<file path="src/design/dosp_pkg.sv">
// Shared types and constants for the DHCP option stream parser.
package dosp_pkg;

    // Field widths fixed by the packet format
    localparam int POS_W  = 11;
    localparam int BYTE_W = 8;

    // Option area layout and special codes
    localparam logic [POS_W-1:0]  OPT_START_M1  = 11'd239;
    localparam logic [BYTE_W-1:0] CODE_PAD      = 8'd0;
    localparam logic [BYTE_W-1:0] CODE_END      = 8'd255;
    localparam logic [BYTE_W-1:0] CODE_MSG_TYPE = 8'd53;
    localparam logic [BYTE_W-1:0] OP_BOOTREQ    = 8'd1;

    // Configuration register indexes and reset values
    localparam logic CFG_MIN_LEN = 1'b0;
    localparam logic CFG_VENDOR  = 1'b1;
    localparam logic [POS_W-1:0]  MIN_LEN_RST = 11'd272;
    localparam logic [BYTE_W-1:0] VENDOR_RST  = 8'd43;

    // Queue between parser and record output
    localparam int Q_DEPTH = 4;
    localparam int Q_PTR_W = 2;
    localparam int Q_CNT_W = 3;

    typedef enum logic [2:0] {
        PH_HEADER = 3'd0,
        PH_CODE   = 3'd1,
        PH_LEN    = 3'd2,
        PH_DATA   = 3'd3,
        PH_DONE   = 3'd4
    } t_phase;

    typedef enum logic [1:0] {
        SP_IDLE = 2'd0,
        SP_CODE = 2'd1,
        SP_LEN  = 2'd2,
        SP_DATA = 2'd3
    } t_sub;

    typedef enum logic [1:0] {
        KIND_OPTION  = 2'd0,
        KIND_SUB     = 2'd1,
        KIND_VERDICT = 2'd2
    } t_kind;

    typedef enum logic [1:0] {
        VERD_ACCEPT    = 2'd0,
        VERD_SHORT     = 2'd1,
        VERD_NOT_REQ   = 2'd2,
        VERD_NO_MSGTYP = 2'd3
    } t_verdict;

    // Work produced by one byte: at most one option record and one verdict
    typedef struct packed {
        logic              has_rec;
        t_kind             rec_kind;
        logic [BYTE_W-1:0] rec_code;
        logic [BYTE_W-1:0] rec_len;
        logic [POS_W-1:0]  rec_off;
        logic              has_verdict;
        t_verdict          verdict;
    } t_entry;

endpackage

</file>
<file path="src/design/dhcp_option_stream_parser.sv">
// DHCP/BOOTP option stream parser top level.
// A byte's result items are written into the queue when the byte is taken.
// Throughput: one byte per cycle while the queue is not full; a byte that closes
// an option or sub-option header and the packet gives two items, popped in turn from a four-entry queue.
// Reset (synchronous, active low) clears the parse state and the queue and
// loads the registers with min length 272 and vendor option code 43.
module dhcp_option_stream_parser
    import dosp_pkg::*;
#(
    parameter int MAX_PACKET_BYTES = 2048
) (
    input  logic              i_clk,
    input  logic              i_rst_n,
    input  logic              push,
    output logic              full,
    input  logic [7:0]        i_data_byte,
    input  logic              i_last_byte,
    output logic              empty,
    input  logic              pop,
    output logic [1:0]        o_record_kind,
    output logic [7:0]        o_option_code,
    output logic [7:0]        o_option_length,
    output logic [10:0]       o_data_offset,
    output logic [1:0]        o_verdict,
    output logic              o_last_result,
    input  logic              i_cfg_we,
    input  logic              i_cfg_addr,
    input  logic [10:0]       i_cfg_wdata
);

    localparam int               LIMIT_INT = (MAX_PACKET_BYTES > 2048) ? 2047
                                                                       : MAX_PACKET_BYTES - 1;
    localparam logic [POS_W-1:0] POS_LIMIT = POS_W'(LIMIT_INT);

    logic [POS_W-1:0]  r_min_len;
    logic [BYTE_W-1:0] r_vendor;
    logic              accept;
    logic              q_push;
    logic              q_pop;
    logic              q_empty;
    t_entry            q_wdata;
    t_entry            q_head;

    assign accept = push && !full;

    // Write configuration registers
    always_ff @(posedge i_clk) begin
        if (!i_rst_n) begin
            r_min_len <= MIN_LEN_RST;
            r_vendor  <= VENDOR_RST;
        end else if (i_cfg_we) begin
            case (i_cfg_addr)
                CFG_MIN_LEN: r_min_len <= i_cfg_wdata;
                CFG_VENDOR:  r_vendor  <= i_cfg_wdata[BYTE_W-1:0];
                default: ;
            endcase
        end
    end

    dosp_front #(
        .POS_LIMIT (POS_LIMIT)
    ) u_front (
        .i_clk         (i_clk),
        .i_rst_n       (i_rst_n),
        .i_accept      (accept),
        .i_data_byte   (i_data_byte),
        .i_last_byte   (i_last_byte),
        .i_min_len     (r_min_len),
        .i_vendor_code (r_vendor),
        .o_push        (q_push),
        .o_entry       (q_wdata)
    );

    dosp_queue u_queue (
        .i_clk   (i_clk),
        .i_rst_n (i_rst_n),
        .i_wr    (q_push),
        .i_wdata (q_wdata),
        .i_rd    (q_pop),
        .o_rdata (q_head),
        .o_empty (q_empty),
        .o_full  (full)
    );

    dosp_back u_back (
        .i_clk           (i_clk),
        .i_rst_n         (i_rst_n),
        .i_entry         (q_head),
        .i_q_empty       (q_empty),
        .o_q_pop         (q_pop),
        .i_pop           (pop),
        .o_empty         (empty),
        .o_record_kind   (o_record_kind),
        .o_option_code   (o_option_code),
        .o_option_length (o_option_length),
        .o_data_offset   (o_data_offset),
        .o_verdict       (o_verdict),
        .o_last_result   (o_last_result)
    );

    // A verdict always closes the items of its byte
    a_verdict_last: assert property (@(posedge i_clk) disable iff (!i_rst_n)
        !empty && o_record_kind == KIND_VERDICT |-> o_last_result)
        else $error("verdict item without last_result");

    // A record taken without last_result is followed by its verdict
    a_verdict_follows: assert property (@(posedge i_clk) disable iff (!i_rst_n)
        pop && !empty && !o_last_result |=> !empty && o_record_kind == KIND_VERDICT)
        else $error("record not followed by verdict");

    // A full queue always has something to deliver
    a_full_not_empty: assert property (@(posedge i_clk) disable iff (!i_rst_n)
        full |-> !empty)
        else $error("queue full and empty at once");

    // Queue entry only when a byte is taken
    a_push_on_accept: assert property (@(posedge i_clk) disable iff (!i_rst_n)
        q_push |-> accept)
        else $error("queue written without an accepted item");

endmodule

</file>
<file path="src/design/dosp_front.sv">
// Byte parser: walks header, options and vendor sub-options, builds queue entries.
module dosp_front
    import dosp_pkg::*;
#(
    parameter logic [POS_W-1:0] POS_LIMIT = 11'd2047
) (
    input  logic              i_clk,
    input  logic              i_rst_n,
    input  logic              i_accept,
    input  logic [BYTE_W-1:0] i_data_byte,
    input  logic              i_last_byte,
    input  logic [POS_W-1:0]  i_min_len,
    input  logic [BYTE_W-1:0] i_vendor_code,
    output logic              o_push,
    output t_entry            o_entry
);

    logic [POS_W-1:0]  r_pos,      n_pos;
    t_phase            r_phase,    n_phase;
    logic [BYTE_W-1:0] r_code,     n_code;
    logic [BYTE_W-1:0] r_remain,   n_remain;
    logic [BYTE_W-1:0] r_op,       n_op;
    logic              r_msg,      n_msg;
    t_sub              r_sub,      n_sub;
    logic [BYTE_W-1:0] r_sub_code, n_sub_code;
    logic [BYTE_W-1:0] r_sub_rem,  n_sub_rem;

    logic [POS_W-1:0]  next_off;
    logic [BYTE_W-1:0] sub_rem_dec;
    logic [BYTE_W-1:0] remain_dec;
    logic [POS_W:0]    pkt_len;
    t_entry            entry;

    assign next_off    = (r_pos >= POS_LIMIT) ? POS_LIMIT : r_pos + 11'd1;
    assign sub_rem_dec = r_sub_rem - 8'd1;
    assign remain_dec  = r_remain - 8'd1;
    assign pkt_len     = {1'b0, r_pos} + 12'd1;

    // Hold state registers
    always_ff @(posedge i_clk) begin
        if (!i_rst_n) begin
            r_pos      <= '0;
            r_phase    <= PH_HEADER;
            r_code     <= '0;
            r_remain   <= '0;
            r_op       <= '0;
            r_msg      <= 1'b0;
            r_sub      <= SP_IDLE;
            r_sub_code <= '0;
            r_sub_rem  <= '0;
        end else if (i_accept) begin
            r_pos      <= n_pos;
            r_phase    <= n_phase;
            r_code     <= n_code;
            r_remain   <= n_remain;
            r_op       <= n_op;
            r_msg      <= n_msg;
            r_sub      <= n_sub;
            r_sub_code <= n_sub_code;
            r_sub_rem  <= n_sub_rem;
        end
    end

    // Parse one byte and build its entry
    always_comb begin
        n_pos      = r_pos;
        n_phase    = r_phase;
        n_code     = r_code;
        n_remain   = r_remain;
        n_op       = r_op;
        n_msg      = r_msg;
        n_sub      = r_sub;
        n_sub_code = r_sub_code;
        n_sub_rem  = r_sub_rem;

        entry             = '0;
        entry.rec_kind    = KIND_OPTION;
        entry.verdict     = VERD_ACCEPT;

        case (r_phase)
            PH_HEADER: begin
                if (r_pos == '0) n_op = i_data_byte;
                if (r_pos >= OPT_START_M1) n_phase = PH_CODE;
            end
            PH_CODE: begin
                if (i_data_byte == CODE_END) begin
                    n_phase = PH_DONE;
                end else if (i_data_byte != CODE_PAD) begin
                    n_code  = i_data_byte;
                    n_phase = PH_LEN;
                end
            end
            PH_LEN: begin
                entry.has_rec  = 1'b1;
                entry.rec_kind = KIND_OPTION;
                entry.rec_code = r_code;
                entry.rec_len  = i_data_byte;
                entry.rec_off  = next_off;
                if (r_code == CODE_MSG_TYPE) n_msg = (i_data_byte != 8'd0);
                n_remain = i_data_byte;
                if (i_data_byte == 8'd0) begin
                    n_phase = PH_CODE;
                    n_sub   = SP_IDLE;
                end else begin
                    n_phase = PH_DATA;
                    n_sub   = (r_code == i_vendor_code) ? SP_CODE : SP_IDLE;
                end
            end
            PH_DATA: begin
                // Walk vendor sub-options inside the option data
                case (r_sub)
                    SP_CODE: begin
                        if (i_data_byte == CODE_END) begin
                            n_sub = SP_IDLE;
                        end else if (i_data_byte != CODE_PAD) begin
                            n_sub_code = i_data_byte;
                            n_sub      = SP_LEN;
                        end
                    end
                    SP_LEN: begin
                        entry.has_rec  = 1'b1;
                        entry.rec_kind = KIND_SUB;
                        entry.rec_code = r_sub_code;
                        entry.rec_len  = i_data_byte;
                        entry.rec_off  = next_off;
                        n_sub_rem      = i_data_byte;
                        n_sub          = (i_data_byte == 8'd0) ? SP_CODE : SP_DATA;
                    end
                    SP_DATA: begin
                        n_sub_rem = sub_rem_dec;
                        if (sub_rem_dec == 8'd0) n_sub = SP_CODE;
                    end
                    default: ;
                endcase
                n_remain = remain_dec;
                if (remain_dec == 8'd0) begin
                    n_phase = PH_CODE;
                    n_sub   = SP_IDLE;
                end
            end
            default: ;
        endcase

        // Advance position or stop parsing at the limit
        if (r_pos >= POS_LIMIT) n_phase = PH_DONE;
        else                    n_pos   = r_pos + 11'd1;

        // Close the packet: verdict and clear
        if (i_last_byte) begin
            entry.has_verdict = 1'b1;
            if (pkt_len < {1'b0, i_min_len})  entry.verdict = VERD_SHORT;
            else if (n_op != OP_BOOTREQ)      entry.verdict = VERD_NOT_REQ;
            else if (!n_msg)                  entry.verdict = VERD_NO_MSGTYP;
            else                              entry.verdict = VERD_ACCEPT;
            n_pos      = '0;
            n_phase    = PH_HEADER;
            n_code     = '0;
            n_remain   = '0;
            n_op       = '0;
            n_msg      = 1'b0;
            n_sub      = SP_IDLE;
            n_sub_code = '0;
            n_sub_rem  = '0;
        end
    end

    assign o_entry = entry;
    assign o_push  = i_accept && (entry.has_rec || entry.has_verdict);

endmodule

</file>
<file path="src/design/dosp_queue.sv">
// Short entry queue between the parser and the record output.
module dosp_queue
    import dosp_pkg::*;
(
    input  logic   i_clk,
    input  logic   i_rst_n,
    input  logic   i_wr,
    input  t_entry i_wdata,
    input  logic   i_rd,
    output t_entry o_rdata,
    output logic   o_empty,
    output logic   o_full
);

    t_entry             r_mem [Q_DEPTH];
    logic [Q_PTR_W-1:0] r_wr_ptr;
    logic [Q_PTR_W-1:0] r_rd_ptr;
    logic [Q_CNT_W-1:0] r_count, n_count;
    logic               wr_ok;
    logic               rd_ok;

    assign o_empty = (r_count == '0);
    assign o_full  = (r_count == Q_CNT_W'(Q_DEPTH));
    assign wr_ok   = i_wr && !o_full;
    assign rd_ok   = i_rd && !o_empty;
    assign o_rdata = r_mem[r_rd_ptr];

    always_comb begin
        n_count = r_count;
        if (wr_ok && !rd_ok)      n_count = r_count + 1'b1;
        else if (rd_ok && !wr_ok) n_count = r_count - 1'b1;
    end

    // Store entries
    always_ff @(posedge i_clk) begin
        if (wr_ok) r_mem[r_wr_ptr] <= i_wdata;
    end

    // Advance pointers and count
    always_ff @(posedge i_clk) begin
        if (!i_rst_n) begin
            r_wr_ptr <= '0;
            r_rd_ptr <= '0;
            r_count  <= '0;
        end else begin
            if (wr_ok) r_wr_ptr <= r_wr_ptr + 1'b1;
            if (rd_ok) r_rd_ptr <= r_rd_ptr + 1'b1;
            r_count <= n_count;
        end
    end

endmodule

</file>
<file path="src/design/dosp_back.sv">
// Record output: splits each queue entry into one or two result items.
module dosp_back
    import dosp_pkg::*;
(
    input  logic              i_clk,
    input  logic              i_rst_n,
    input  t_entry            i_entry,
    input  logic              i_q_empty,
    output logic              o_q_pop,
    input  logic              i_pop,
    output logic              o_empty,
    output logic [1:0]        o_record_kind,
    output logic [BYTE_W-1:0] o_option_code,
    output logic [BYTE_W-1:0] o_option_length,
    output logic [POS_W-1:0]  o_data_offset,
    output logic [1:0]        o_verdict,
    output logic              o_last_result
);

    logic r_second;
    logic show_rec;
    logic take;

    assign show_rec = i_entry.has_rec && !r_second;
    assign take     = i_pop && !i_q_empty;
    assign o_empty  = i_q_empty;
    assign o_q_pop  = take && !(show_rec && i_entry.has_verdict);

    // Select the record or the verdict of the head entry
    always_comb begin
        if (show_rec) begin
            o_record_kind   = i_entry.rec_kind;
            o_option_code   = i_entry.rec_code;
            o_option_length = i_entry.rec_len;
            o_data_offset   = i_entry.rec_off;
            o_verdict       = VERD_ACCEPT;
            o_last_result   = !i_entry.has_verdict;
        end else begin
            o_record_kind   = KIND_VERDICT;
            o_option_code   = '0;
            o_option_length = '0;
            o_data_offset   = '0;
            o_verdict       = i_entry.verdict;
            o_last_result   = 1'b1;
        end
    end

    // Track whether the option record of the head entry is already taken
    always_ff @(posedge i_clk) begin
        if (!i_rst_n) begin
            r_second <= 1'b0;
        end else if (take) begin
            r_second <= show_rec && i_entry.has_verdict;
        end
    end

endmodule
</file>
<file path="config.mk">
export PLATFORM = sky130hd
export DESIGN_NAME = dhcp_option_stream_parser
export DESIGN_NICKNAME = d
export VERILOG_FILES = /design/src/design/dosp_pkg.sv /design/src/design/dhcp_option_stream_parser.sv /design/src/design/dosp_front.sv /design/src/design/dosp_queue.sv /design/src/design/dosp_back.sv
export SDC_FILE = /design/constraint.sdc
export NUM_CORES = 1
export LEC_CHECK = 0
export BUFFER_PORTS_ARGS = -buffer_cell sky130_fd_sc_hd__buf_2
export CORE_MARGIN = 2
export CORE_UTILIZATION = 47
export DETAILED_ROUTE_END_ITERATION = 16
export SYNTH_ARGS = -nofsm -noshare
export SYNTH_HDL_FRONTEND = slang
export SYNTH_SLANG_ARGS = --single-unit
export TNS_END_PERCENT = 50
</file>
<file path="constraint.sdc">
create_clock -name i_clk -period 4.22 [get_ports i_clk]
set_input_delay 0.422 -clock i_clk [delete_from_list [all_inputs] [get_ports i_clk]]
set_output_delay 0.422 -clock i_clk [all_outputs]
set_load 0.005 [all_outputs]
</file>
* Word-level counts from Yosys, hierarchy flattened
Memory sizes are Yosys's and may differ from the RTL's. A register that Yosys moved wholly into a read port is not among the register bits. Index checks and enable logic that the tools add are counted.
Word-level totals: register bits 84, memory bits (writable) 132, output and inout port bits 34, word-level logic and storage cells 146, memories kept 1
Memory list:
- u_queue.r_mem | depth 4, width 33, read ports 1, clocked after Yosys merged registers in 1, write ports 1, line dosp_queue.sv:15 | t_entry r_mem [Q_DEPTH];
Cells by class: $add $sub $neg 8, order comparisons 3, equal/unequal tests 19, mux-type cells 57, bitwise gates (word level) 1, reduce and logical (&&, ||, !) cells 42
Operator list (number):
- 8-bit 2-to-1 mux | 15
- 30-bit one-hot mux with 2 select lines | 1
- 11-bit 2-to-1 mux | 4
- 8-bit one-hot mux with 2 select lines | 2
- 2-bit 2-to-1 mux | 15
- 30-bit 2-to-1 mux | 1
- 3-bit 2-to-1 mux | 9
- 8-bit logical NOT | 3
- 8-bit by 1-bit subtractor with 8-bit output (second input constant) | 2
- 5-bit AND reduction | 3
- 11-bit by 1-bit adder with 12-bit output (second input constant) | 1
- 12-bit by 11-bit less-than comparator with 1-bit output | 1
- 3-bit one-hot mux with 4 select lines | 1
- 11-bit by 1-bit adder with 11-bit output (second input constant) | 1
- 11-bit greater-or-equal comparator (second input constant) | 1
- 11-bit by 8-bit greater-or-equal comparator with 1-bit output (second input constant) | 1
- 11-bit logical NOT | 1
- 1-bit logical AND | 10
- 2-bit nonzero test | 5
- 8-bit by 6-bit equality test with 1-bit output (second input constant) | 1
- 8-bit equality test | 1
- 8-bit equality test (second input constant) | 1
- 4-bit by 2-bit inequality test with 1-bit output (second input constant) | 2
- 8-bit by 1-bit inequality test with 1-bit output (second input constant) | 1
- 26 further kinds | 47

* Longest topological paths before layout
Gate-level depths: netlist of run 1.
word-level depth 14, depth in mapped cells 11, depth with buffers taken out 10

* By module
Synthesis of run 1 repeated with hierarchy kept, for this count alone.
Unflattened totals: cells, all modules 842, area total of the unflattened synthesis 10271.1 um2
By module, submodules not included:
- dosp_queue | times used 1, cells each 221, area each 5297.6 um2
- dosp_front | times used 1, cells each 495, area each 3882.5 um2
- dhcp_option_stream_parser | times used 1, cells each 83, area each 792.0 um2
- dosp_back | times used 1, cells each 43, area each 299.0 um2

* Worst setup path after synthesis of run 1
OpenSTA, ideal clock, no wires.
path kind reg2reg, start point register u_front.r_pos[0], end point memory u_queue.r_mem[0][0] (netlist name) (data pin), setup time 0.256 ns, arrival time 2.558 ns, data required time 3.964 ns, setup slack 1.407 ns, stages on the path, launching flop included 11, period minus slack after synthesis 2.813 ns, cells stage by stage dfxtp_1 ha_1 and3_1 clkbuf_1 nand3_1 xnor2_1 ha_1 a21o_1 a211oi_1 a211oi_1 o41ai_1
RTL lines:
- from (decl) | line dosp_front.sv:18 | logic [POS_W-1:0] r_pos, n_pos;
- from (signal assigned) | line dosp_front.sv:52 | r_pos <= n_pos;
- to (decl) | line dosp_queue.sv:15

==> metrics.log, run 1 <==
INFO  metric mapped_nets = 907
INFO  metric timing.critical_path.from = u_front.r_pos[0]
INFO  metric max_clock_freq = 310.1 MHz
INFO  metric rr_startpoint = u_front.r_pos[0]
INFO  metric timing.reg2reg.worst_path_depth = 9
INFO  metric grt_setup_unrepaired = false
INFO  metric cts-root-buf = sky130_fd_sc_hd__clkbuf_16
INFO  metric power.share.combinational = 19.8%
INFO  metric intPower = 0.003872 W
INFO  metric data_arrival_at_the_endpoint_of_the_critical_path = 3.43 ns
INFO  metric met1_length = 10.62 mm
INFO  metric timing_worst_setup_path_type = flip-flop to flip-flop
INFO  metric area_share_of_the_leading_cell_type_in_the_synthesized_netlist = 38.56%
INFO  metric final.setup_skew = 0.008296 ns
INFO  metric number_of_rows_created_at_floorplan = 53
INFO  metric antenna_violations_before_repair = 0
INFO  metric clk_pin_slew = 0.06 ns
INFO  metric antenna_violating_nets_post_route = 0
INFO  metric postSynthCellCount = 859
INFO  metric synth.area.top_cells = sky130_fd_sc_hd__edfxtp_1 39%, sky130_fd_sc_hd__dfxtp_1 17%, sky130_fd_sc_hd__mux4_2 7.2%, sky130_fd_sc_hd__nor2_1 3.4%, sky130_fd_sc_hd__nand2_1 2.8%
INFO  metric avgSynthCellArea = 11.60 sq um
INFO  metric share_clk_of_total_power = 34.9%
INFO  metric min_period = 3.224 ns
INFO  metric register_area_share_after_synthesis = 55.84%
INFO  metric routed_wl = 22.69 mm
INFO  metric synth_async_sr_flop_share = 0%
INFO  metric area_growth_syn_to_layout = 12.06%
INFO  metric worst_hold_path.num_cells = 3
INFO  metric pin_count_of_the_biggest_net_entering_global_routing = 49
INFO  metric horizontal_die_dimension = 149.6 um
INFO  metric hp_start = i_cfg_wdata[8]
INFO  metric dieArea = 0.02239 sq mm
INFO  metric crit_path_max_fanout = 7
INFO  metric layout_worst_path_cycle_share = 76.41%
INFO  metric leakage = 4.196 nW
INFO  metric post-cts-setup-buffers = 0
INFO  metric placeableCoreArea = 0.02089 sq mm
INFO  metric vdd_ir_drop_max = 0.2127 mV
INFO  metric min_delay_worst_endpoint = r_min_len[8]
INFO  metric wire_length_of_the_first_global_routing_pass = 35.83 mm
INFO  metric top_level_ports = 60
INFO  metric number_of_global_route_vias_before_repair = 6513
INFO  metric p_seq_share = 45.3%
INFO  metric worst_slew_margin_rel = 34.97%
INFO  metric groute.usage.overall = 20.55%
INFO  metric drtIter0Drc = 428
INFO  metric cts-htree-levels = 1
INFO  metric drt_pre_antenna_iters = 5
INFO  metric clock_latency = 0.49 ns
INFO  metric synthFlopType = sky130_fd_sc_hd__edfxtp_1
INFO  metric fillCellCount = 1880
INFO  metric cts_sinks = 214
INFO  metric placed_cell_area = 0.01048 sq mm
INFO  metric fin_setup_tns = 0 ns
INFO  metric antenna_cells_inserted = 0
INFO  metric timing.final.max_slew_violations = 0
INFO  metric hp-class = input pin to flip-flop
INFO  metric reg2reg_setup_slack = 1.0 ns
INFO  metric syn_area = 0.009967 sq mm
INFO  metric met3_length = 1.186 mm
INFO  metric ctsHoldBuffers = 0
INFO  metric finalInstanceArea = 0.01117 sq mm
INFO  metric power.density_cell_area = 470.6 mW/mm^2
INFO  metric yosys.area.top_type = sky130_fd_sc_hd__edfxtp_1
INFO  metric gp_congestion = 0.8376
INFO  metric synthDistinctLibCells = 74
INFO  metric result_of_the_run = completed
INFO  metric ys_warn_count = 0
INFO  metric crit_required = 4.42 ns
INFO  metric remaining_drc_errors = 0
INFO  metric nNetsFinal = 959
INFO  metric num_vias = 6800
INFO  metric cts_tree = yes
INFO  metric worstReg2RegEnd = u_queue.r_mem[0][0]
INFO  metric clk_path_buf_depth = 3
INFO  metric worst-slew-pin-transition = 0.9680 ns
INFO  metric layout-drive-gt1-share = 16.72%
INFO  metric floorplan.initialDensity = 47.71%
INFO  metric port_buffers = 59
INFO  metric gr-total-overflow = 0
INFO  metric hpwlAfterDp = 14.97 mm
INFO  metric synth_enable_flop_cells = 128
INFO  metric floorplan.die.height = 149.6 um
INFO  metric hold_viol = 0
INFO  metric vias_per_cell = 5.657
INFO  metric cts_repair_resize_count = 0
INFO  metric cap_viol_max_count = 0
INFO  metric wl_per_cell = 18.88 um
INFO  metric critPathCaptureType = flip-flop
INFO  metric ys_seq_elements = 214
INFO  metric critPathLaunchType = flip-flop
INFO  metric top_layer = met4
INFO  metric met2RoutedLength = 10.57 mm
INFO  metric timing.final.setup_violations = 0
INFO  metric cts_inserted_buffers = 23
INFO  metric switching_power_share_of_the_total = 26.34%
INFO  metric power.switching = 0.001384 W
## critical path: stages (launching register included)
cell	delay [ns]
sky130_fd_sc_hd__dfxtp_1	0.44
sky130_fd_sc_hd__ha_1	0.26
sky130_fd_sc_hd__and3_1	0.32
sky130_fd_sc_hd__nand3_1	0.13
sky130_fd_sc_hd__xnor2_1	0.28
sky130_fd_sc_hd__ha_1	0.31
sky130_fd_sc_hd__a21o_1	0.18
sky130_fd_sc_hd__a211oi_1	0.25
sky130_fd_sc_hd__a211oi_1	0.14
sky130_fd_sc_hd__o41ai_1	0.62
## cell type report
type                            instances  area (sq um)  area share (%)
Clock buffer                           32         644.4           5.769
Clock inverter                          9         43.79          0.3921
Inverter                               33         123.9           1.109
Multi-Input combinational cell        567          4054           36.29
Sequential cell                       214          5567           49.84
Tap cell                              275         344.1           3.081
Timing Repair Buffer                   72         392.9           3.517
## flip-flops by register name, indices dropped and copies added, names as in the netlist, named ones only
name / count
u_front.r_msg: 1
r_vendor: 8
u_back.r_second: 1
u_queue.r_wr_ptr: 2
u_front.r_sub_code: 8
u_queue.r_count: 3
u_front.r_op: 8
u_front.r_sub: 2
u_front.r_code: 8
u_front.r_remain: 8
u_queue.r_rd_ptr: 2
u_front.r_pos: 11
u_queue.r_mem: 128
u_front.r_sub_rem: 8
u_front.r_phase: 3
r_min_len: 11
## synthesized netlist by cell type (14+ instances only)
library cell               count
sky130_fd_sc_hd__a21oi_1      43
sky130_fd_sc_hd__a22oi_1      18
sky130_fd_sc_hd__and3_1       41
sky130_fd_sc_hd__clkbuf_1     33
sky130_fd_sc_hd__dfxtp_1      86
sky130_fd_sc_hd__edfxtp_1    128
sky130_fd_sc_hd__ha_1         21
sky130_fd_sc_hd__inv_1        31
sky130_fd_sc_hd__mux2i_1      19
sky130_fd_sc_hd__mux4_2       32
sky130_fd_sc_hd__nand2_1      75
sky130_fd_sc_hd__nand3_1      17
sky130_fd_sc_hd__nor2_1       91
sky130_fd_sc_hd__nor2b_1      14
sky130_fd_sc_hd__nor3_1       15
sky130_fd_sc_hd__o21ai_0      20
## routing by layer
layer / up-vias / GRT usage, %
li1: 3282 / -
met1: 3331 / 29.61
met2: 165 / 33.03
met3: 22 / 3.232
met4: 0 / 4.524
met5: - / 0
## cell usage in the layout, fill, tap and decap left out, drive strengths merged, types with 10 or more instances in the layout
cell,n
xor2,12
xnor2,13
ha,21
clkbuf,32
o21ai,31
mux4,32
inv,32
a21oi,44
a22oi,18
a22o,10
dfxtp,86
nand3,17
nand2,75
edfxtp,128
nand4,10
and2,11
buf,72
nor2b,14
and3,41
nor2,93
nor3,15
mux2i,19
## cells by family (layout without fill, tap and decap cells)
| logic type | count (synthesis) | in the layout | synth area share, % |
|---|---|---|---|
| xor gates and xnor gates | 25 | 25 | 2.197 |
| DFF | 214 | 214 | 55.84 |
| buffers and inverters | 78 | 146 | 3.490 |
| muxes | 54 | 54 | 9.478 |
| adders and majority gates | 22 | 22 | 2.837 |
| AOI/OAI and AO/OA | 152 | 152 | 10.41 |
| and+or+nand+nor | 314 | 314 | 15.75 |
## worst max-delay path by stage
stage	slack, ns	cells after the start	to
after CTS	1.02	9	u_queue.r_mem[0][0]
after global routing	0.80	9	u_queue.r_mem[0][0]
after global placement	1.17	9	u_queue.r_mem[2][0]
after detailed placement	1.05	9	u_queue.r_mem[1][0]
final	1.0	9	u_queue.r_mem[0][0]
after floorplan	1.41	10	u_queue.r_mem[0][0]
## per-stage QoR
step	util (%)	total power [W]	setup WS (ns)	hold WS, ns	std cells
finish	53.47	0.005256	0.9955	0.1626	1202
global route	53.47	0.005510	0.8007	0.1568	1202
floorplan	-	0.003161	1.407	0.4363	859
detailed placement	50.18	0.003484	1.051	0.4472	1161
global placement	50.18	0.003478	1.173	0.4422	1161
CTS	53.47	0.005322	1.017	0.1551	1202
## power by group through the flow
stage	clock, W	combinational (W)	sequential [W]
after detailed placement	0	0.00106	0.00243
final	0.00183	0.00104	0.00238
after global routing	0.00196	0.00116	0.00239
after floorplan	0	0.000760	0.00240
after global placement	0	0.00106	0.00242
after CTS	0.00188	0.00106	0.00238
Note: power is estimated with default switching activity, not from simulation.
==> run 2: changes to the inputs <==
==> constraint.sdc (replaced) <==
create_clock -name i_clk -period 3.2 [get_ports i_clk]
set_input_delay 0.32 -clock i_clk [delete_from_list [all_inputs] [get_ports i_clk]]
set_output_delay 0.32 -clock i_clk [all_outputs]
set_load 0.005 [all_outputs]
==> run 2 against run 1 <==
  * Clock power grew 37%
  * Utilization increased by 0.62 points
  * Register-to-register slack worse by 0.59 ns
  * Clock skew increased by 0.0052 ns
  * Die area unchanged
  * First-iteration DRC count fell by 17%
  * Sequential power increased by 32%
  * Global-route usage rose by 0.30 points
  * Worst setup slack worse by 0.59 ns
  * Critical path type unchanged
  * Largest cell class unchanged
  * Highest routed layer unchanged
==> metrics.log, run 2 (synthesis results as in run 1) <==
INFO  metric nNetsFinal = 970 (+1.1%)
INFO  metric result_of_the_run = completed
INFO  metric port_buffers = 59 (unchanged)
INFO  metric crit_path_cell_trace = ha_1 > and3_1 > nand3_1 > xnor2_1 > ha_1 > a21o_1 > a211oi_1 > a211oi_1 > o31a_1
INFO  metric placeableCoreArea = 0.02089 sq mm (unchanged)
INFO  metric horizontal_die_dimension = 149.6 um (unchanged)
INFO  metric antenna_violations_before_repair = 0 (unchanged)
INFO  metric ctsHoldBuffers = 0 (unchanged)
INFO  metric hp-class = input pin to flip-flop
INFO  metric slowest_delay = 0.44 ns (-0.18 ns)
INFO  metric crit_family = compound AO/OA/AOI/OAI gates
INFO  metric cts-htree-levels = 1 (unchanged)
INFO  metric top_level_ports = 60 (unchanged)
INFO  metric layout_common_cells = 128 x sky130_fd_sc_hd__edfxtp_1, 91 x sky130_fd_sc_hd__nor2_1, 85 x sky130_fd_sc_hd__dfxtp_1
INFO  metric largest_register = u_queue.r_mem
INFO  metric worstPathBufferInverterCount = 0 (unchanged)
INFO  metric biggestRegsByFlops = u_queue.r_mem x128, r_min_len x11, u_front.r_pos x11
INFO  metric grt_setup_unrepaired = false
INFO  metric data_arrival_at_the_endpoint_of_the_critical_path = 3.02 ns (-0.41 ns)
INFO  metric wl_per_cell = 18.61 um (-1.4%)
INFO  metric num_vias = 6787 (-0.19%)
INFO  metric top_layer = met4
INFO  metric clock_latency = 0.49 ns (about the same)
INFO  metric power.density_cell_area = 623.5 mW/mm^2 (+32%)
INFO  metric cap_viol_max_count = 0 (unchanged)
INFO  metric crit_required = 3.43 ns (-0.99 ns)
INFO  metric worst_slew_margin_rel = 47.73% (+13 points)
INFO  metric critPathCaptureType = flip-flop
INFO  metric drtIter0Drc = 357 (-17%)
INFO  metric remaining_drc_errors = 0 (unchanged)
INFO  metric reg2reg_setup_slack = 0.40 ns (-0.59 ns)
INFO  metric antenna_violating_nets_post_route = 0 (unchanged)
INFO  metric dieArea = 0.02239 sq mm (unchanged)
INFO  metric clk_pin_slew = 0.06 ns (about the same)
INFO  metric leakage = 4.279 nW (+2.0%)
INFO  metric hpwlAfterDp = 15.24 mm (+1.8%)
INFO  metric antenna_cells_inserted = 0 (unchanged)
INFO  metric largest_register_ffs = 128 (unchanged)
INFO  metric place.detailed.instances = 1172 (+0.95%)
INFO  metric met1_length = 10.42 mm (-1.9%)
INFO  metric worst-slew-pin-transition = 0.7824 ns (-0.1855 ns)
INFO  metric layout.cells.most_common = sky130_fd_sc_hd__edfxtp_1
INFO  metric gp_congestion = 0.8428 (+0.62%)
INFO  metric pin_count_of_the_biggest_net_entering_global_routing = 35 (-29%)
INFO  metric cts_inserted_buffers = 23 (unchanged)
INFO  metric layout_worst_path_cycle_share = 87.43% (+11 points)
INFO  metric timing.final.setup_violations = 0 (unchanged)
INFO  metric routed_wl = 22.56 mm (-0.58%)
INFO  metric number_of_global_route_vias_before_repair = 6680 (+2.6%)
INFO  metric crit_slowest_cell = sky130_fd_sc_hd__dfxtp_1
INFO  metric min_period = 2.798 ns (-0.4268 ns)
INFO  metric number_of_rows_created_at_floorplan = 53 (unchanged)
INFO  metric groute.usage.overall = 20.85% (+0.30 points)
INFO  metric cts_sinks = 214 (unchanged)
INFO  metric gr-total-overflow = 0 (unchanged)
INFO  metric area_growth_syn_to_layout = 13.37%
INFO  metric wire_length_of_the_first_global_routing_pass = 36.55 mm (+2.0%)
INFO  metric vias_per_cell = 5.600 (-1.0%)
INFO  metric final_cells = 1212 (+0.83%)
INFO  metric max_clock_freq = 357.4 MHz (+15%)
INFO  metric critPathLaunchType = flip-flop
INFO  metric met2RoutedLength = 10.62 mm (+0.46%)
INFO  metric clk_path_buf_depth = 3 (unchanged)
INFO  metric timing_worst_setup_path_type = flip-flop to flip-flop
INFO  metric hold_viol = 0 (unchanged)
INFO  metric layout-drive-gt1-share = 17.61% (+0.89 points)
INFO  metric floorplan.die.height = 149.6 um (unchanged)
INFO  metric crit_path_max_fanout = 7 (unchanged)
INFO  metric fin_setup_tns = 0 ns (unchanged)
INFO  metric post-cts-setup-buffers = 0 (unchanged)
INFO  metric cts_tree = yes
INFO  metric cts-root-buf = sky130_fd_sc_hd__clkbuf_16
INFO  metric timing.final.max_slew_violations = 0 (unchanged)
INFO  metric final.setup_skew = 0.01348 ns (+0.005189 ns)
INFO  metric floorplan.initialDensity = 47.71% (unchanged)
INFO  metric met3_length = 1.150 mm (-3.0%)
INFO  metric drt_pre_antenna_iters = 5 (unchanged)
INFO  metric vdd_ir_drop_max = 0.3498 mV (+64%)
==> run 2: routing by layer <==
layer  GRT usage [%]  vias to the layer above
met3           2.927                       26
met4           4.571                        0
met5               0                        -
met2           34.22                      170
li1                -                     3304
met1           29.65                     3287
==> run 2: cell type report <==
cell class	instances	area, sq um
multi-input combinational	567	4061
clock inverter	10	93.84
timing repair buffer	83	488.0
sequential	214	5567
tap	275	344.1
fill	1815	9589
clock buffer	30	621.8
inverter	33	123.9
==> run 2: power by group <==
| part | internal, W | leakage [nW] | switching [W] | total [W] |
|---|---|---|---|---|
| Clock | 0.00152 | 0.352 | 0.000986 | 0.00250 |
| Sequential | 0.00305 | 1.90 | 0.0000921 | 0.00314 |
| Combinational | 0.000678 | 2.03 | 0.000721 | 0.00140 |
| Total | 0.00525 | 4.28 | 0.00180 | 0.00705 |
==> run 2: timing repair <==
action,4_1_cts,5_1_grt
setup endpoints to repair,0,4
hold endpoints to repair,0,0
gates resized for setup,0,1
==> run 2: worst paths after layout <==
| path | cells past startpoint | end | from |
|---|---|---|---|
| hold / removal | 3 | r_min_len[8] | i_cfg_wdata[8] |
| setup reg to reg | 9 | u_queue.r_mem[1][1] | u_front.r_pos[0] |
| hold reg to reg | 2 | r_min_len[2] | r_min_len[2] |
| setup / recovery | 9 | u_queue.r_mem[1][1] | u_front.r_pos[0] |
==> run 2: per-stage QoR <==
step | power, W | setup WS, ns | instance area [sq um] | utilization (%) | hold WS [ns]
2_1_floorplan | 0.004169 | 0.3868 | 9967 | - | 0.4189
4_1_cts | 0.007144 | 0.1908 | 11290 | 54.06 | 0.04879
6_report | 0.007045 | 0.4023 | 11300 | 54.09 | 0.06279
3_3_place_gp | 0.004613 | 0.3049 | 10580 | 50.63 | 0.4427
3_5_place_dp | 0.004627 | 0.2274 | 10580 | 50.63 | 0.4497
5_1_grt | 0.007400 | 0.09696 | 11300 | 54.09 | 0.06811
==> run 2: worst register-to-register path, stage by stage, from the launching register on <==
cell	delay [ns]
sky130_fd_sc_hd__dfxtp_1	0.44
sky130_fd_sc_hd__ha_1	0.26
sky130_fd_sc_hd__and3_1	0.19
sky130_fd_sc_hd__nand3_1	0.10
sky130_fd_sc_hd__xnor2_1	0.29
sky130_fd_sc_hd__ha_1	0.30
sky130_fd_sc_hd__a21o_1	0.18
sky130_fd_sc_hd__a211oi_1	0.25
sky130_fd_sc_hd__a211oi_1	0.15
sky130_fd_sc_hd__o31a_1	0.36
==> run 3: changes to the inputs <==
--- a/config.mk
+++ b/config.mk
@@ -11,5 +11,6 @@
 export DETAILED_ROUTE_END_ITERATION = 16
 export SYNTH_ARGS = -nofsm -noshare
 export SYNTH_HDL_FRONTEND = slang
+export SYNTH_HIERARCHICAL = 1
 export SYNTH_SLANG_ARGS = --single-unit
 export TNS_END_PERCENT = 50
==> run 3 against run 2 <==
  * Sequential power rose by 4%
  * Clock-buffer cell count fell by 1
  * Die area grew 3.0%
  * Flip-flop and latch count is 4 higher
  * Worst setup slack got worse by 0.11 ns
  * Critical path type unchanged
  * Largest power group unchanged
==> metrics.log, run 3 <==
INFO  metric result_of_the_run = completed
INFO  metric area_growth_syn_to_layout = 13.21%
INFO  metric number_of_global_route_vias_before_repair = 6893 (+3.2%)
INFO  metric area_share_of_the_leading_cell_type_in_the_synthesized_netlist = 38.59% (about the same)
INFO  metric groute.usage.overall = 20.12% (-0.73 points)
INFO  metric timing.reg2reg.worst_path_depth = 11 (+2)
INFO  metric wire_length_of_the_first_global_routing_pass = 37.33 mm (+2.1%)
INFO  metric max_clock_freq = 343.8 MHz (-3.8%)
INFO  metric top_level_ports = 60 (unchanged)
INFO  metric worstReg2RegEnd = u_queue/r_mem[3][1]
INFO  metric crit_path_max_fanout = 8 (+1)
INFO  metric drt_pre_antenna_iters = 5 (unchanged)
INFO  metric reg2reg_setup_slack = 0.29 ns (-0.11 ns)
INFO  metric antenna_violations_before_repair = 0 (unchanged)
INFO  metric timing.critical_path.from = u_front/r_pos[2]
INFO  metric timing.final.max_slew_violations = 0 (unchanged)
INFO  metric floorplan.die.height = 151.8 um (+1.5%)
INFO  metric cts-root-buf = sky130_fd_sc_hd__clkbuf_16
INFO  metric layout_worst_path_cycle_share = 90.91% (+3.5 points)
INFO  metric p_seq_share = 43.6% (-1.0 points)
INFO  metric critPathLaunchType = flip-flop
INFO  metric number_of_rows_created_at_floorplan = 54 (+1.9%)
INFO  metric cts_inserted_buffers = 24 (+4.3%)
INFO  metric place_ws = 0.05418 ns (-0.1732 ns)
INFO  metric floorplan.initialDensity = 47.51% (-0.21 points)
INFO  metric synthDistinctLibCells = 77 (+4.1%)
INFO  metric power.switching = 0.001897 W (+5.5%)
INFO  metric min_period = 2.909 ns (+0.1114 ns)
INFO  metric layout_common_cells = 132 x sky130_fd_sc_hd__edfxtp_1, 85 x sky130_fd_sc_hd__dfxtp_1, 75 x sky130_fd_sc_hd__nor2_1
INFO  metric postSynthCellCount = 842 (-2.0%)
INFO  metric worst_slew_margin_rel = 31.26% (-16 points)
INFO  metric num_vias = 6756 (-0.46%)
INFO  metric data_arrival_at_the_endpoint_of_the_critical_path = 3.16 ns (+0.14 ns)
INFO  metric synth.area.top_cells = sky130_fd_sc_hd__edfxtp_1 39%, sky130_fd_sc_hd__dfxtp_1 17%, sky130_fd_sc_hd__mux4_2 6.6%, sky130_fd_sc_hd__mux2i_1 3.4%, sky130_fd_sc_hd__nor2_1 2.7%
INFO  metric power.density_cell_area = 645.2 mW/mm^2 (+3.5%)
INFO  metric horizontal_die_dimension = 151.8 um (+1.5%)
INFO  metric switching_power_share_of_the_total = 25.29% (-0.24 points)
INFO  metric fin_hold_ws = 0.05848 ns (-0.004307 ns)
INFO  metric cap_viol_max_count = 0 (unchanged)
INFO  metric vias_per_cell = 5.639 (+0.71%)
INFO  metric synth_async_sr_flop_share = 0% (unchanged)
INFO  metric leakage = 4.502 nW (+5.2%)
INFO  metric rr_startpoint = u_front/r_pos[2]
INFO  metric largest_register = u_queue/r_mem
INFO  metric final.setup_skew = 0.01379 ns (+0.0003020 ns)
INFO  metric avgSynthCellArea = 12.20 sq um (+5.1%)
INFO  metric intPower = 0.005604 W (+6.8%)
INFO  metric dieArea = 0.02305 sq mm (+3.0%)
INFO  metric fin_setup_tns = 0 ns (unchanged)
INFO  metric hpwlAfterDp = 15.48 mm (+1.6%)
INFO  metric share_clk_of_total_power = 39.5% (+4.0 points)
INFO  metric most_numerous_cell_in_the_yosys_netlist = sky130_fd_sc_hd__edfxtp_1
INFO  metric ys_warn_count = 6 (+6)
INFO  metric gp_congestion = 0.8282 (-1.7%)
INFO  metric nNetsFinal = 948 (-2.3%)
INFO  metric clock_latency = 0.51 ns (+0.02 ns)
INFO  metric yosys.area.top_type = sky130_fd_sc_hd__edfxtp_1
INFO  metric placeableCoreArea = 0.02162 sq mm (+3.5%)
INFO  metric cts_tree = yes
INFO  metric final_cells = 1198 (-1.2%)
INFO  metric worst-slew-pin-transition = 1.031 ns (+0.2486 ns)
INFO  metric grt_setup_unrepaired = false
INFO  metric layout-drive-gt1-share = 19.17% (+1.6 points)
INFO  metric cts_sinks = 218 (+1.9%)
INFO  metric routed_wl = 23.50 mm (+4.2%)
INFO  metric timing.final.ws_setup = 0.2910 ns (-0.1114 ns)
INFO  metric register_area_share_after_synthesis = 55.35% (-0.48 points)
INFO  metric crit_required = 3.45 ns (+0.02 ns)
INFO  metric synthFlopType = sky130_fd_sc_hd__edfxtp_1
INFO  metric antenna_violating_nets_post_route = 0 (unchanged)
INFO  metric hold_viol = 0 (unchanged)
INFO  metric critPathCaptureType = flip-flop
INFO  metric ys_top_cells_by_count = 132 x sky130_fd_sc_hd__edfxtp_1, 86 x sky130_fd_sc_hd__dfxtp_1, 75 x sky130_fd_sc_hd__nor2_1
INFO  metric timing.final.setup_violations = 0 (unchanged)
INFO  metric ctsHoldBuffers = 0 (unchanged)
INFO  metric biggestRegsByFlops = u_queue/r_mem x132, r_min_len x11, u_front/r_pos x11
INFO  metric timing_worst_setup_path_type = flip-flop to flip-flop
INFO  metric synth_enable_flop_cells = 132 (+3.1%)
INFO  metric clk_pin_slew = 0.06 ns (about the same)
INFO  metric mapped_nets = 890 (-1.9%)
INFO  metric cts-htree-levels = 1 (unchanged)
INFO  metric remaining_drc_errors = 0 (unchanged)
INFO  metric gr-total-overflow = 0 (unchanged)
INFO  metric antenna_cells_inserted = 0 (unchanged)
INFO  metric wl_per_cell = 19.61 um (+5.4%)
INFO  metric cp-endpoint = u_queue/r_mem[3][1]
INFO  metric place.detailed.instances = 1153 (-1.6%)
INFO  metric vdd_ir_drop_max = 0.4754 mV (+36%)
INFO  metric power.share.combinational = 16.9% (-2.9 points)
INFO  metric largest_register_ffs = 132 (+3.1%)
INFO  metric pin_count_of_the_biggest_net_entering_global_routing = 55 (+57%)
INFO  metric hp-class = input pin to flip-flop
INFO  metric clk_path_buf_depth = 3 (unchanged)
INFO  metric port_buffers = 59 (unchanged)
INFO  metric ys_seq_elements = 218 (+1.9%)
INFO  metric drtIter0Drc = 387 (+8.4%)
INFO  metric layout.cells.most_common = sky130_fd_sc_hd__edfxtp_1
INFO  metric syn_area = 0.01027 sq mm (+3.1%)
## run 3: cell count changes after synthesis, sizes merged, moves of 16 or more
cell / before / now
buf: 10 / 26
mux2i: 19 / 35
a21oi: 44 / 24
nor2: 93 / 76
and3: 41 / 5
and2: 11 / 46
## run 3: how the worst min path moves through the flow
stage	slack, ns	startpoint	cells past startpoint	end
after floorplan	0.43	r_min_len[0]	2	r_min_len[0]
after global placement	0.45	r_min_len[7]	2	r_min_len[7]
after detailed placement	0.46	r_min_len[6]	2	r_min_len[6]
after CTS	0.04	i_cfg_wdata[9]	3	r_min_len[9]
after global routing	0.05	i_cfg_wdata[10]	3	r_min_len[10]
final	0.06	i_cfg_wdata[10]	3	r_min_len[10]
## run 3: final cells by class
cell class                      instances  area [sq um]
Multi-Input combinational cell        544          4156
Clock buffer                           29         650.6
Tap cell                              280         350.3
Clock inverter                         15         210.2
Fill cell                            1877          9993
Inverter                               32         120.1
Timing Repair Buffer                   80         452.9
Sequential cell                       218          5687
## run 3: cell families after synthesis
kind of cell	share of synthesized area, %
AND/OR/NAND/NOR	15.01
flip-flops	55.35
AO/OA/AOI/OAI	9.526
buffers and inverters	4.264
multiplexers	10.76
XOR/XNOR	2.302
adder cells (fa/ha/maj)	2.753
other	0.03651
## run 3: critical path: stages, from the launching register on
cell                       delay [ns]
sky130_fd_sc_hd__dfxtp_1         0.46
sky130_fd_sc_hd__nand2_1         0.15
sky130_fd_sc_hd__nor3_1          0.23
sky130_fd_sc_hd__nand2_1         0.10
sky130_fd_sc_hd__xnor2_1         0.27
sky130_fd_sc_hd__ha_1            0.31
sky130_fd_sc_hd__a21o_1          0.18
sky130_fd_sc_hd__a21o_1          0.16
sky130_fd_sc_hd__a41o_1          0.22
sky130_fd_sc_hd__a211oi_1        0.21
sky130_fd_sc_hd__a21oi_1         0.13
sky130_fd_sc_hd__and3_1          0.22
## run 3: per-layer routing
| metal | part of all wire (%) | GRT usage [%] | vias up |
|---|---|---|---|
| met1 | 46 | 27.93 | 3367 |
| met2 | 49 | 33.87 | 152 |
| met5 | 0 | 0 | - |
| met3 | 4.4 | 2.966 | 25 |
| li1 | - | - | 3212 |
| met4 | 1.3 | 4.406 | 0 |
## run 3: stage by stage
| step | instance area [sq um] | utilization (%) | power (W) |
|---|---|---|---|
| 2_1_floorplan | 10270 | - | 0.004262 |
| 3_3_place_gp | 10760 | 49.76 | 0.004567 |
| 3_5_place_dp | 10760 | 49.76 | 0.004606 |
| 4_1_cts | 11620 | 53.74 | 0.007580 |
| 5_1_grt | 11630 | 53.78 | 0.007847 |
| 6_report | 11630 | 53.78 | 0.007502 |
## run 3: power groups by stage
stage	registers [W]	clock network, W	logic [W]
final	0.00327	0.00297	0.00127
after global routing	0.00329	0.00315	0.00141
after CTS	0.00327	0.00303	0.00128
after detailed placement	0.00333	0	0.00128
after global placement	0.00331	0	0.00126
after floorplan	0.00329	0	0.000976
## run 3: what timing repair did
| action | 4_1_cts | 5_1_grt |
|---|---|---|
| resized for setup | 0 | 1 |
| buffers inserted | 0 | 0 |
| hold endpoints to repair | 0 | 0 |
| setup endpoints to repair | 0 | 5 |
